$ cat src/bpc_pkg.sv
// shared types and constants for the beat phase clock
// no dependencies; every other file imports this package

package bpc_pkg;

   // field widths of the channels
   localparam int MODE_W  = 2;
   localparam int BSIZE_W = 14;
   localparam int TEMPO_W = 16;
   localparam int PHASE_W = 17;
   localparam int RATE_W  = 18;
   localparam int FRAC_W  = 17;
   localparam int LEN_W   = 32;
   localparam int POS_W   = 33;

   // multiplier and divider widths
   localparam int MUL_A_W = 17;
   localparam int PROD_W  = MUL_A_W + LEN_W;
   localparam int DIV_W   = POS_W + 16;
   localparam int CNT_W   = $clog2(DIV_W + 1);

   // fixed values
   localparam logic [TEMPO_W-1:0] TEMPO_RESET      = 16'd31744;
   localparam logic [RATE_W-1:0]  RATE_RESET       = 18'd44100;
   localparam logic [TEMPO_W-1:0] TEMPO_MIN        = 16'd256;
   localparam logic [PHASE_W-1:0] PHASE_ONE        = 17'd65536;
   localparam logic [MUL_A_W-1:0] BEAT_SCALE       = 17'd15360;
   localparam logic [LEN_W-1:0]   FALLBACK_SAMPLES = 32'd21338;

   // request modes
   typedef enum logic [MODE_W-1:0] {
      MODE_ADVANCE   = 2'd0,
      MODE_SET_TEMPO = 2'd1,
      MODE_SET_PHASE = 2'd2,
      MODE_NOP       = 2'd3
   } mode_type;

   // multiplier operand selection
   typedef enum logic [1:0] {
      MUL_RATE  = 2'd0,
      MUL_FRAC  = 2'd1,
      MUL_PHASE = 2'd2
   } mul_sel_type;

   // divider operand selection
   typedef enum logic [1:0] {
      DIV_LEN  = 2'd0,
      DIV_MOD  = 2'd1,
      DIV_FRAC = 2'd2
   } div_sel_type;

   // commands from the controller to the datapath
   typedef struct packed {
      logic        capture;
      logic        set_tempo;
      logic        mul_en;
      mul_sel_type mul_sel;
      logic        div_start;
      div_sel_type div_sel;
      logic        len_load;
      logic        pos_from_prod;
      logic        pos_add;
      logic        pos_from_rem;
      logic        frac_load;
      logic        out_load;
   } dp_cmd_type;

   // status from the datapath to the controller
   typedef struct packed {
      mode_type mode;
      logic     need_rescale;
      logic     tempo_zero;
      logic     phase_valid;
      logic     div_done;
   } dp_status_type;

endpackage

$ cat src/bpc_if.sv
// channel interfaces: request, response and register write
// depends on bpc_pkg for field widths

interface bpc_req_if import bpc_pkg::*; ();
   logic               valid;
   logic               ready;
   logic [MODE_W-1:0]  mode;
   logic [BSIZE_W-1:0] buffer_size;
   logic [TEMPO_W-1:0] tempo_in;
   logic [PHASE_W-1:0] phase_in;

   modport source (output valid, mode, buffer_size, tempo_in, phase_in, input ready);
   modport sink   (input valid, mode, buffer_size, tempo_in, phase_in, output ready);
endinterface

interface bpc_rsp_if import bpc_pkg::*; ();
   logic               valid;
   logic               ready;
   logic [FRAC_W-1:0]  beat_fraction;
   logic [LEN_W-1:0]   beat_samples;
   logic [TEMPO_W-1:0] tempo_out;

   modport source (output valid, beat_fraction, beat_samples, tempo_out, input ready);
   modport sink   (input valid, beat_fraction, beat_samples, tempo_out, output ready);
endinterface

interface bpc_csr_if import bpc_pkg::*; ();
   logic              valid;
   logic              ready;
   logic [RATE_W-1:0] sample_rate;

   modport source (output valid, sample_rate, input ready);
   modport sink   (input valid, sample_rate, output ready);
endinterface

$ cat src/bpc_divider.sv
// iterative restoring divider, one quotient bit per cycle
// depends on bpc_pkg for widths

module bpc_divider
   import bpc_pkg::*;
(
   input  logic             clock,
   input  logic             reset,
   input  logic             start,
   input  logic [DIV_W-1:0] dividend,
   input  logic [LEN_W-1:0] divisor,
   output logic             done,
   output logic [DIV_W-1:0] quotient,
   output logic [LEN_W-1:0] remainder
);

   logic [DIV_W-1:0] quo_ff, quo_in;
   logic [LEN_W-1:0] rem_ff, rem_in;
   logic [LEN_W-1:0] dsr_ff, dsr_in;
   logic [CNT_W-1:0] count_ff, count_in;
   logic             done_ff, done_in;
   logic [LEN_W:0]   trial;
   logic [LEN_W:0]   diff;
   logic             fits;

   // one shift-compare-subtract step
   always_comb begin
      trial = {rem_ff, quo_ff[DIV_W-1]};
      diff  = trial - {1'b0, dsr_ff};
      fits  = (trial >= {1'b0, dsr_ff});
   end

   // next state of the iteration
   always_comb begin
      quo_in   = quo_ff;
      rem_in   = rem_ff;
      dsr_in   = dsr_ff;
      count_in = count_ff;
      done_in  = 1'b0;
      if (start) begin
         quo_in   = dividend;
         rem_in   = '0;
         dsr_in   = divisor;
         count_in = CNT_W'(DIV_W);
      end else if (count_ff != '0) begin
         quo_in   = {quo_ff[DIV_W-2:0], fits};
         rem_in   = fits ? diff[LEN_W-1:0] : trial[LEN_W-1:0];
         count_in = count_ff - 1'b1;
         done_in  = (count_ff == CNT_W'(1));
      end
   end

   // control registers
   always_ff @(posedge clock) begin
      if (reset) begin
         count_ff <= '0;
         done_ff  <= 1'b0;
      end else begin
         count_ff <= count_in;
         done_ff  <= done_in;
      end
   end

   // working registers
   always_ff @(posedge clock) begin
      quo_ff <= quo_in;
      rem_ff <= rem_in;
      dsr_ff <= dsr_in;
   end

   assign done      = done_ff;
   assign quotient  = quo_ff;
   assign remainder = rem_ff;

endmodule

$ cat src/bpc_datapath.sv
// datapath: tempo, beat length and position state, shared multiplier,
// divider and result register; depends on bpc_pkg and bpc_divider

module bpc_datapath
   import bpc_pkg::*;
#(
   parameter int FRACTION_BITS = 8
)
(
   input  logic               clock,
   input  logic               reset,
   input  dp_cmd_type         cmd,
   output dp_status_type      status,
   input  logic [MODE_W-1:0]  req_mode,
   input  logic [BSIZE_W-1:0] req_buffer_size,
   input  logic [TEMPO_W-1:0] req_tempo_in,
   input  logic [PHASE_W-1:0] req_phase_in,
   input  logic               csr_write,
   input  logic [RATE_W-1:0]  csr_sample_rate,
   output logic [FRAC_W-1:0]  rsp_beat_fraction,
   output logic [LEN_W-1:0]   rsp_beat_samples,
   output logic [TEMPO_W-1:0] rsp_tempo_out
);

   localparam logic [63:0] RESET_LEN_WIDE =
      ((64'(RATE_RESET) * 64'(BEAT_SCALE)) << FRACTION_BITS) / 64'(TEMPO_RESET);
   localparam logic [LEN_W-1:0] RESET_LEN = RESET_LEN_WIDE[LEN_W-1:0];
   localparam logic [63:0] FALLBACK_WIDE = 64'(FALLBACK_SAMPLES) << FRACTION_BITS;
   localparam logic [LEN_W-1:0] FALLBACK_LEN = FALLBACK_WIDE[LEN_W-1:0];

   // block state
   logic [RATE_W-1:0]  rate_ff, rate_in;
   logic [TEMPO_W-1:0] tempo_ff, tempo_in;
   logic [LEN_W-1:0]   len_ff, len_in;
   logic [POS_W-1:0]   pos_ff, pos_in;
   logic [RATE_W-1:0]  last_rate_ff, last_rate_in;
   logic [TEMPO_W-1:0] last_tempo_ff, last_tempo_in;
   logic [FRAC_W-1:0]  frac_ff, frac_in;

   // captured transaction and working values
   mode_type           mode_ff;
   logic [BSIZE_W-1:0] bsize_ff;
   logic [TEMPO_W-1:0] tin_ff;
   logic [PHASE_W-1:0] pin_ff;
   logic [PROD_W-1:0]  prod_ff;

   // result register
   logic [FRAC_W-1:0]  out_frac_ff;
   logic [LEN_W-1:0]   out_len_ff;
   logic [TEMPO_W-1:0] out_tempo_ff;

   logic [TEMPO_W-1:0] tin_clamped;
   logic [RATE_W-1:0]  rescale_rate;
   logic [MUL_A_W-1:0] mul_a;
   logic [LEN_W-1:0]   mul_b;
   logic [DIV_W-1:0]   div_dividend;
   logic [LEN_W-1:0]   div_divisor;
   logic               div_done;
   logic [DIV_W-1:0]   div_quotient;
   logic [LEN_W-1:0]   div_remainder;
   logic [LEN_W-1:0]   len_from_div;
   logic [FRAC_W-1:0]  frac_from_div;
   logic [POS_W-1:0]   frames;

   // tempo clamp and rate used by a rescale
   always_comb begin
      tin_clamped  = (tin_ff < TEMPO_MIN) ? TEMPO_MIN : tin_ff;
      rescale_rate = (mode_ff == MODE_SET_TEMPO) ? last_rate_ff : rate_ff;
   end

   // status towards the controller
   always_comb begin
      status.mode        = mode_ff;
      status.tempo_zero  = (tin_ff == '0);
      status.phase_valid = (pin_ff <= PHASE_ONE);
      status.div_done    = div_done;
      case (mode_ff)
         MODE_ADVANCE:   status.need_rescale = (rate_ff != last_rate_ff) ||
                                               (tempo_ff != last_tempo_ff);
         MODE_SET_TEMPO: status.need_rescale = (tin_clamped != last_tempo_ff);
         default:        status.need_rescale = 1'b0;
      endcase
   end

   // shared multiplier operands
   always_comb begin
      case (cmd.mul_sel)
         MUL_RATE: begin
            mul_a = BEAT_SCALE;
            mul_b = LEN_W'(rescale_rate);
         end
         MUL_FRAC: begin
            mul_a = frac_ff;
            mul_b = len_ff;
         end
         MUL_PHASE: begin
            mul_a = pin_ff;
            mul_b = len_ff;
         end
         default: begin
            mul_a = '0;
            mul_b = '0;
         end
      endcase
   end

   // divider operands
   always_comb begin
      case (cmd.div_sel)
         DIV_LEN: begin
            div_dividend = DIV_W'(prod_ff[LEN_W-1:0]) << FRACTION_BITS;
            div_divisor  = LEN_W'(tempo_ff);
         end
         DIV_MOD: begin
            div_dividend = DIV_W'(pos_ff);
            div_divisor  = len_ff;
         end
         DIV_FRAC: begin
            div_dividend = {pos_ff, 16'b0};
            div_divisor  = len_ff;
         end
         default: begin
            div_dividend = '0;
            div_divisor  = '0;
         end
      endcase
   end

   bpc_divider u_divider (
      .clock     (clock),
      .reset     (reset),
      .start     (cmd.div_start),
      .dividend  (div_dividend),
      .divisor   (div_divisor),
      .done      (div_done),
      .quotient  (div_quotient),
      .remainder (div_remainder)
   );

   // beat length saturation and fallback, fraction limit
   always_comb begin
      if (div_quotient[DIV_W-1:LEN_W] != '0) begin
         len_from_div = '1;
      end else if (div_quotient == '0) begin
         len_from_div = FALLBACK_LEN;
      end else begin
         len_from_div = div_quotient[LEN_W-1:0];
      end
      if (div_quotient > DIV_W'(PHASE_ONE)) begin
         frac_from_div = PHASE_ONE;
      end else begin
         frac_from_div = div_quotient[FRAC_W-1:0];
      end
      frames = POS_W'(bsize_ff[BSIZE_W-1:1]) << FRACTION_BITS;
   end

   // next block state
   always_comb begin
      rate_in       = rate_ff;
      tempo_in      = tempo_ff;
      len_in        = len_ff;
      pos_in        = pos_ff;
      last_rate_in  = last_rate_ff;
      last_tempo_in = last_tempo_ff;
      frac_in       = frac_ff;
      if (csr_write) begin
         rate_in = csr_sample_rate;
      end
      if (cmd.set_tempo) begin
         tempo_in = tin_clamped;
      end
      if (cmd.len_load) begin
         len_in        = len_from_div;
         last_rate_in  = rescale_rate;
         last_tempo_in = tempo_ff;
      end
      if (cmd.pos_from_prod) begin
         pos_in = prod_ff[PROD_W-1:16];
      end else if (cmd.pos_add) begin
         pos_in = pos_ff + frames;
      end else if (cmd.pos_from_rem) begin
         pos_in = POS_W'(div_remainder);
      end
      if (cmd.frac_load) begin
         frac_in = frac_from_div;
      end
   end

   // block state registers
   always_ff @(posedge clock) begin
      if (reset) begin
         rate_ff       <= RATE_RESET;
         tempo_ff      <= TEMPO_RESET;
         len_ff        <= RESET_LEN;
         pos_ff        <= '0;
         last_rate_ff  <= RATE_RESET;
         last_tempo_ff <= TEMPO_RESET;
         frac_ff       <= '0;
      end else begin
         rate_ff       <= rate_in;
         tempo_ff      <= tempo_in;
         len_ff        <= len_in;
         pos_ff        <= pos_in;
         last_rate_ff  <= last_rate_in;
         last_tempo_ff <= last_tempo_in;
         frac_ff       <= frac_in;
      end
   end

   // captured transaction, product and result registers
   always_ff @(posedge clock) begin
      if (cmd.capture) begin
         mode_ff  <= mode_type'(req_mode);
         bsize_ff <= req_buffer_size;
         tin_ff   <= req_tempo_in;
         pin_ff   <= req_phase_in;
      end
      if (cmd.mul_en) begin
         prod_ff <= PROD_W'(mul_a) * PROD_W'(mul_b);
      end
      if (cmd.out_load) begin
         out_frac_ff  <= frac_ff;
         out_len_ff   <= len_ff;
         out_tempo_ff <= tempo_ff;
      end
   end

   assign rsp_beat_fraction = out_frac_ff;
   assign rsp_beat_samples  = out_len_ff;
   assign rsp_tempo_out     = out_tempo_ff;

endmodule

$ cat src/bpc_ctrl.sv
// controller: sequences rescale, advance, phase set and response hand-off
// depends on bpc_pkg for command, status and mode types

module bpc_ctrl
   import bpc_pkg::*;
(
   input  logic          clock,
   input  logic          reset,
   input  logic          req_valid,
   output logic          req_ready,
   output logic          rsp_valid,
   input  logic          rsp_ready,
   input  dp_status_type status,
   output dp_cmd_type    cmd
);

   typedef enum logic [12:0] {
      ST_IDLE      = 13'b0000000000001,
      ST_DECODE    = 13'b0000000000010,
      ST_LEN_MUL   = 13'b0000000000100,
      ST_LEN_DIV   = 13'b0000000001000,
      ST_LEN_WAIT  = 13'b0000000010000,
      ST_POS_MUL   = 13'b0000000100000,
      ST_POS_LOAD  = 13'b0000001000000,
      ST_ADV_ADD   = 13'b0000010000000,
      ST_MOD_DIV   = 13'b0000100000000,
      ST_MOD_WAIT  = 13'b0001000000000,
      ST_FRAC_DIV  = 13'b0010000000000,
      ST_FRAC_WAIT = 13'b0100000000000,
      ST_RESULT    = 13'b1000000000000
   } state_type;

   state_type state_ff, state_in;
   logic      rsp_valid_ff, rsp_valid_in;

   // state sequencing and datapath commands
   always_comb begin
      state_in = state_ff;
      cmd      = '0;
      unique case (state_ff)
         ST_IDLE: begin
            if (req_valid) begin
               cmd.capture = 1'b1;
               state_in    = ST_DECODE;
            end
         end
         ST_DECODE: begin
            unique case (status.mode)
               MODE_ADVANCE: begin
                  state_in = status.need_rescale ? ST_LEN_MUL : ST_ADV_ADD;
               end
               MODE_SET_TEMPO: begin
                  if (status.tempo_zero) begin
                     state_in = ST_RESULT;
                  end else begin
                     cmd.set_tempo = 1'b1;
                     state_in      = status.need_rescale ? ST_LEN_MUL : ST_RESULT;
                  end
               end
               MODE_SET_PHASE: begin
                  state_in = status.phase_valid ? ST_POS_MUL : ST_RESULT;
               end
               default: state_in = ST_RESULT;
            endcase
         end
         ST_LEN_MUL: begin
            cmd.mul_en  = 1'b1;
            cmd.mul_sel = MUL_RATE;
            state_in    = ST_LEN_DIV;
         end
         ST_LEN_DIV: begin
            cmd.div_start = 1'b1;
            cmd.div_sel   = DIV_LEN;
            state_in      = ST_LEN_WAIT;
         end
         ST_LEN_WAIT: begin
            if (status.div_done) begin
               cmd.len_load = 1'b1;
               state_in     = ST_POS_MUL;
            end
         end
         ST_POS_MUL: begin
            cmd.mul_en  = 1'b1;
            cmd.mul_sel = (status.mode == MODE_SET_PHASE) ? MUL_PHASE : MUL_FRAC;
            state_in    = ST_POS_LOAD;
         end
         ST_POS_LOAD: begin
            cmd.pos_from_prod = 1'b1;
            state_in = (status.mode == MODE_ADVANCE) ? ST_ADV_ADD : ST_FRAC_DIV;
         end
         ST_ADV_ADD: begin
            cmd.pos_add = 1'b1;
            state_in    = ST_MOD_DIV;
         end
         ST_MOD_DIV: begin
            cmd.div_start = 1'b1;
            cmd.div_sel   = DIV_MOD;
            state_in      = ST_MOD_WAIT;
         end
         ST_MOD_WAIT: begin
            if (status.div_done) begin
               cmd.pos_from_rem = 1'b1;
               state_in         = ST_FRAC_DIV;
            end
         end
         ST_FRAC_DIV: begin
            cmd.div_start = 1'b1;
            cmd.div_sel   = DIV_FRAC;
            state_in      = ST_FRAC_WAIT;
         end
         ST_FRAC_WAIT: begin
            if (status.div_done) begin
               cmd.frac_load = 1'b1;
               state_in      = ST_RESULT;
            end
         end
         ST_RESULT: begin
            // the result register is free once the previous response has gone
            if (!rsp_valid_ff || rsp_ready) begin
               cmd.out_load = 1'b1;
               state_in     = ST_IDLE;
            end
         end
         default: state_in = ST_IDLE;
      endcase
   end

   // response valid flag
   always_comb begin
      rsp_valid_in = rsp_valid_ff;
      if (rsp_ready) begin
         rsp_valid_in = 1'b0;
      end
      if (cmd.out_load) begin
         rsp_valid_in = 1'b1;
      end
   end

   always_ff @(posedge clock) begin
      if (reset) begin
         state_ff     <= ST_IDLE;
         rsp_valid_ff <= 1'b0;
      end else begin
         state_ff     <= state_in;
         rsp_valid_ff <= rsp_valid_in;
      end
   end

   assign req_ready = (state_ff == ST_IDLE);
   assign rsp_valid = rsp_valid_ff;

endmodule

$ cat src/beat_phase_clock_unit.sv
// channel    | dir | signals
// req_ch     | in  | valid, ready, mode, buffer_size, tempo_in, phase_in
// rsp_ch     | out | valid, ready, beat_fraction, beat_samples, tempo_out
// csr_ch     | in  | valid, ready (always high), sample_rate
//
// one transaction at a time; a bit-serial divider of 49 steps sets the time.
// an advance rescales first when the tempo or rate has changed, and a set tempo
// rescales when the new tempo differs; a set phase and an ignored request skip it.
// reset is synchronous: tempo 124 bpm, rate 44100, position zero.
// a waiting response holds only the result register; the next request is
// taken meanwhile and stalls at the end until the response has gone.
// depends on bpc_pkg, bpc_if, bpc_ctrl and bpc_datapath

module beat_phase_clock_unit
   import bpc_pkg::*;
#(
   parameter int FRACTION_BITS = 8
)
(
   input  logic clock,
   input  logic reset,
   bpc_req_if.sink   req_ch,
   bpc_rsp_if.source rsp_ch,
   bpc_csr_if.sink   csr_ch
);

   dp_cmd_type    cmd;
   dp_status_type status;

   // register writes are always taken
   assign csr_ch.ready = 1'b1;

   bpc_ctrl u_ctrl (
      .clock     (clock),
      .reset     (reset),
      .req_valid (req_ch.valid),
      .req_ready (req_ch.ready),
      .rsp_valid (rsp_ch.valid),
      .rsp_ready (rsp_ch.ready),
      .status    (status),
      .cmd       (cmd)
   );

   bpc_datapath #(
      .FRACTION_BITS (FRACTION_BITS)
   ) u_datapath (
      .clock             (clock),
      .reset             (reset),
      .cmd               (cmd),
      .status            (status),
      .req_mode          (req_ch.mode),
      .req_buffer_size   (req_ch.buffer_size),
      .req_tempo_in      (req_ch.tempo_in),
      .req_phase_in      (req_ch.phase_in),
      .csr_write         (csr_ch.valid),
      .csr_sample_rate   (csr_ch.sample_rate),
      .rsp_beat_fraction (rsp_ch.beat_fraction),
      .rsp_beat_samples  (rsp_ch.beat_samples),
      .rsp_tempo_out     (rsp_ch.tempo_out)
   );

endmodule

$ cat src/flat_wrapper.sv
// flat-port wrapper written by rule: the top's interface ports become plain ports
module beat_phase_clock_unit_flat import bpc_pkg::*;
#(
   parameter int FRACTION_BITS = 8
)
  (clock, reset, req_ch_valid, req_ch_mode, req_ch_buffer_size, req_ch_tempo_in, req_ch_phase_in, req_ch_ready, rsp_ch_valid, rsp_ch_beat_fraction, rsp_ch_beat_samples, rsp_ch_tempo_out, rsp_ch_ready, csr_ch_valid, csr_ch_sample_rate, csr_ch_ready);
  bpc_req_if req_ch_i ();
  bpc_rsp_if rsp_ch_i ();
  bpc_csr_if csr_ch_i ();
  input  logic clock;
  input  logic reset;
  input wire logic [$bits(req_ch_i.valid)-1:0] req_ch_valid;
  input wire logic [$bits(req_ch_i.mode)-1:0] req_ch_mode;
  input wire logic [$bits(req_ch_i.buffer_size)-1:0] req_ch_buffer_size;
  input wire logic [$bits(req_ch_i.tempo_in)-1:0] req_ch_tempo_in;
  input wire logic [$bits(req_ch_i.phase_in)-1:0] req_ch_phase_in;
  output wire logic [$bits(req_ch_i.ready)-1:0] req_ch_ready;
  output wire logic [$bits(rsp_ch_i.valid)-1:0] rsp_ch_valid;
  output wire logic [$bits(rsp_ch_i.beat_fraction)-1:0] rsp_ch_beat_fraction;
  output wire logic [$bits(rsp_ch_i.beat_samples)-1:0] rsp_ch_beat_samples;
  output wire logic [$bits(rsp_ch_i.tempo_out)-1:0] rsp_ch_tempo_out;
  input wire logic [$bits(rsp_ch_i.ready)-1:0] rsp_ch_ready;
  input wire logic [$bits(csr_ch_i.valid)-1:0] csr_ch_valid;
  input wire logic [$bits(csr_ch_i.sample_rate)-1:0] csr_ch_sample_rate;
  output wire logic [$bits(csr_ch_i.ready)-1:0] csr_ch_ready;
  assign req_ch_i.valid = req_ch_valid;
  assign req_ch_i.mode = req_ch_mode;
  assign req_ch_i.buffer_size = req_ch_buffer_size;
  assign req_ch_i.tempo_in = req_ch_tempo_in;
  assign req_ch_i.phase_in = req_ch_phase_in;
  assign req_ch_ready = req_ch_i.ready;
  assign rsp_ch_valid = rsp_ch_i.valid;
  assign rsp_ch_beat_fraction = rsp_ch_i.beat_fraction;
  assign rsp_ch_beat_samples = rsp_ch_i.beat_samples;
  assign rsp_ch_tempo_out = rsp_ch_i.tempo_out;
  assign rsp_ch_i.ready = rsp_ch_ready;
  assign csr_ch_i.valid = csr_ch_valid;
  assign csr_ch_i.sample_rate = csr_ch_sample_rate;
  assign csr_ch_ready = csr_ch_i.ready;
  beat_phase_clock_unit #(.FRACTION_BITS(FRACTION_BITS)) u_core (.clock(clock), .reset(reset), .req_ch(req_ch_i), .rsp_ch(rsp_ch_i), .csr_ch(csr_ch_i));
endmodule
$ cat config.mk
export PLATFORM = sky130hd
export DESIGN_NAME = beat_phase_clock_unit_flat
export DESIGN_NICKNAME = d
export VERILOG_FILES = /design/src/bpc_pkg.sv /design/src/bpc_if.sv /design/src/bpc_divider.sv /design/src/bpc_datapath.sv /design/src/bpc_ctrl.sv /design/src/beat_phase_clock_unit.sv /design/src/flat_wrapper.sv
export SDC_FILE = /design/constraint.sdc
export NUM_CORES = 2
export LEC_CHECK = 0
export BUFFER_PORTS_ARGS = -buffer_cell sky130_fd_sc_hd__buf_4
export CAP_MARGIN = 5
export CORE_MARGIN = 5
export CORE_UTILIZATION = 60
export DETAILED_ROUTE_END_ITERATION = 7
export PLACE_DENSITY = 0.83
export SKIP_CTS_REPAIR_TIMING = 1
export SYNTH_ARGS = -nofsm -noshare
export SYNTH_HDL_FRONTEND = slang
export SYNTH_SLANG_ARGS = --single-unit
$ cat constraint.sdc
create_clock -name clock -period 21.1 [get_ports clock]
set_input_delay 1.055 -clock clock [delete_from_list [all_inputs] [get_ports clock]]
set_output_delay 1.055 -clock clock [all_outputs]
set_load 0.02 [all_outputs]
==> impl_results.md <==
* WP data required at roughly 21 ns
* Register area at roughly 11000 um^2
* CP arrival at a little over 10 ns
* Area delta synth->final at 8.59%
* Synth warn at 0
* DRT iter0 DRCs at roughly 4500
* Root Driver: clkbuf_16
* DRT antenna net count at 0
* Lkg Pwr at 18.2 nW
* Maximum Capacitance Violations at 0
* CP Capture Type: flop
* Clk_lat worst skew at 0.60 ns
* Sequential area share after synthesis at 30.0%
* I/O pin count at between 100 and 150
* Most common cell in the netlist: nand2_1
* Synth cell types at 94
* Outcome: finished, violations left
* Fin area at a little over 40000 um^2
* Peak VDD IR at approximately 0.07 mV
* DRC viols at 33
* Top cells by count, synth: nand2_1, inv_1, fa_1, nor2_1, edfxtp_1
* Post-synth EDFFs at 243
* DP Area at ~40000 um^2
* TritonCTS clock tree: built
* DP Wirelength at roughly 88000 um
* Final setup violation count at 0
* Worst reg-to-reg path cell count at 27
* First drt pass iteration count at 8
* Total CTS buffers at between 40 and 50
* Via density per instance at roughly 6.2
* Clk buf depth at 3
* Slew headroom at ~5.2%
* Final wirelength at about 120000 um
* Critical path type: reg2reg
* FFs w/ async S/R, synth at 0%
* Via count at between 30000 and 40000
* Largest cells by area after synthesis: fa_1, edfxtp_1, dfxtp_1
* I/O Buffers at ~140
* CTS clock-pin slew for the worst setup and hold paths at around 0.060 ns
* Slew Viols, Final at 0
* Total Neg Setup Slack at 0 ns
* Most used DFF post-synth: edfxtp_1
* Max Fclk at 102 MHz
* Synth Net Count at 4832
* Synth top area share at 23.8%
* Die width at between 200 and 300 um
* Die height at between 200 and 300 um
* Nets at around 4900
* Final worst-path cycle share at around 46%
* Largest net degree at the start of global routing at between 90 and 100
* Vias in the first global route at 31100
* Worst setup SP type: flop
* RSZ-0062 raised after global routing: no
* TritonCTS Sinks at 446
* Initial core utilization at between 60% and 70%
* Synth Instances at between 4000 and 5000
* Worst Max-Slew Pin Slew at around 1.4 ns
* Max H-tree Level at 2
* Area of the multi-input gates at around 24000 um^2
* Mean Syn Cell Area at 9.16 um^2
* Initial antenna violation count at 9
* FP Rows at between 90 and 100
* Grt total ovfl at 0
* Fillers at 4982
* Share of layout cells above drive strength 1 at 7.39%
* First-pass GRT wire length at 180000 um
* Power Density at 74.7 nW/um^2
* Hold path depth at 2
* Yosys reg bits at around 450
* GR Util All Layers at between 30% and 40%
* Routed WL per cell at about 23 um
* Crit path time final at 9.80 ns
* Final Hold Vio Count at 0
* Final Skew at between 0.04 and 0.05 ns
* Crit Path Max Fanout at 45
* Die area at 68200 um^2
* Worst Hold Class: reg2reg
* Failing checks: DRC
* Gp weighted congestion at just over 1
* Core area at 62900 um^2
* R2r setup slk at ~11 ns
* Synthesized area at 37900 um^2
* Largest area contributor in the netlist: fa_1
==> routing by layer <==
metal  GRT usage [%]  up-vias  routed length [um]  share of wire (%)
met2            51.5     2305               50300                 43
met4            15.6       10                6770                5.8
met5               0        -                  72              0.062
li1                -    13600                   -                  -
met3            10.8      502               16800                 14
met1            45.3    15100               42300                 36
==> cell usage in the layout, fill, tap and decap left out, types with 40 or more instances in the layout <==
cell,instances
o21ai_0,102
nand2_1,690
inv_1,592
buf_4,192
nand3_1,87
a21o_1,41
clkbuf_16,46
xnor2_1,76
nand2b_1,40
nor2_1,335
edfxtp_1,243
ha_1,175
xor2_1,47
fa_1,451
dfxtp_1,203
nor2b_1,40
mux2i_1,57
nor3_1,48
a21oi_1,192
==> critical path: stages, from the launching register on <==
cell and delay [ns]:
dfxtp_1 0.35, nor3_1 0.34, nand3_1 0.19, inv_1 0.11
nand2_1 0.12, nor2_1 0.17, and3_1 0.20, buf_4 0.44
nand2b_1 0.72, nor2_1 0.40, fa_1 0.50, fa_1 0.55
fa_1 0.55, fa_1 0.57, fa_1 0.55, inv_1 0.06
fa_1 0.66, inv_1 0.08, ha_1 0.38, and4_1 0.25
and4_2 0.24, nand4_1 0.19, a2111oi_0 0.87, o2111ai_1 0.32
a21boi_1 0.32, a21o_1 0.16, a21oi_1 0.07, xnor2_1 0.13
==> metrics by stage <==
step	worst slack, ns	instances	total power, mW	util [%]	hold slack (ns)
after floorplan	13.25	4134	1.94	-	0.429
after global placement	11.66	4956	2.21	63.0	0.438
after detailed placement	11.58	4956	2.24	63.0	0.456
after CTS	11.53	5042	3.05	65.4	0.478
after global routing	10.90	5042	3.23	65.4	0.492
final	11.30	5044	3.07	65.4	0.479
==> layout make-up <==
type	count	area share, %
Multi-Input combinational cell	2877	57.2
Sequential cell	446	27.6
Inverter	595	5.43
Timing Repair Buffer	192	3.51
Clock buffer	60	3.05
Tap cell	846	2.57
Clock inverter	26	0.599
Antenna cell	2	0.0122
==> sequential cells by signal, summed over array words and instances, names as in the netlist, 17 cells and up <==
name / count
u_core.u_datapath.u_divider.remainder: 32
u_core.u_datapath.frac_ff: 17
u_core.u_datapath.last_rate_ff: 18
u_core.u_datapath.len_ff: 32
u_core.u_datapath.rsp_beat_samples: 32
u_core.u_datapath.rate_ff: 18
u_core.u_datapath.u_divider.quotient: 49
u_core.u_datapath.pos_ff: 33
u_core.u_datapath.u_divider.dsr_ff: 32
u_core.u_datapath.rsp_beat_fraction: 17
u_core.u_datapath.prod_ff: 49
u_core.u_datapath.pin_ff: 17
==> path summary, 6_finish.rpt <==
| kind | from | endpoint |
|---|---|---|
| max reg2reg | u_core.u_ctrl.state_ff[1] | u_core.u_datapath.prod_ff[41] |
| min reg2reg | u_core.u_datapath.last_rate_ff[8] | u_core.u_datapath.last_rate_ff[8] |
| min | u_core.u_datapath.last_rate_ff[8] | u_core.u_datapath.last_rate_ff[8] |
| max | u_core.u_ctrl.state_ff[1] | u_core.u_datapath.prod_ff[41] |
==> report_power, final <==
group          internal, mW  switching [mW]
sequential             1.07           0.123
combinational         0.416           0.648
clock                 0.459           0.353
total                  1.95            1.12
==> cell families after synthesis <==
family / count (synthesis) / share of synthesized area, %
buffers and inverters: 811 / 8.11
AO/OA/AOI/OAI: 640 / 11.2
adder cells (fa/ha/maj): 626 / 29.6
other: 1 / 0.00990
multiplexers: 58 / 1.54
flip-flops: 446 / 30.0
XOR/XNOR: 123 / 2.84
AND/OR/NAND/NOR: 1429 / 16.6
Note: power is estimated with default switching activity, not from simulation.
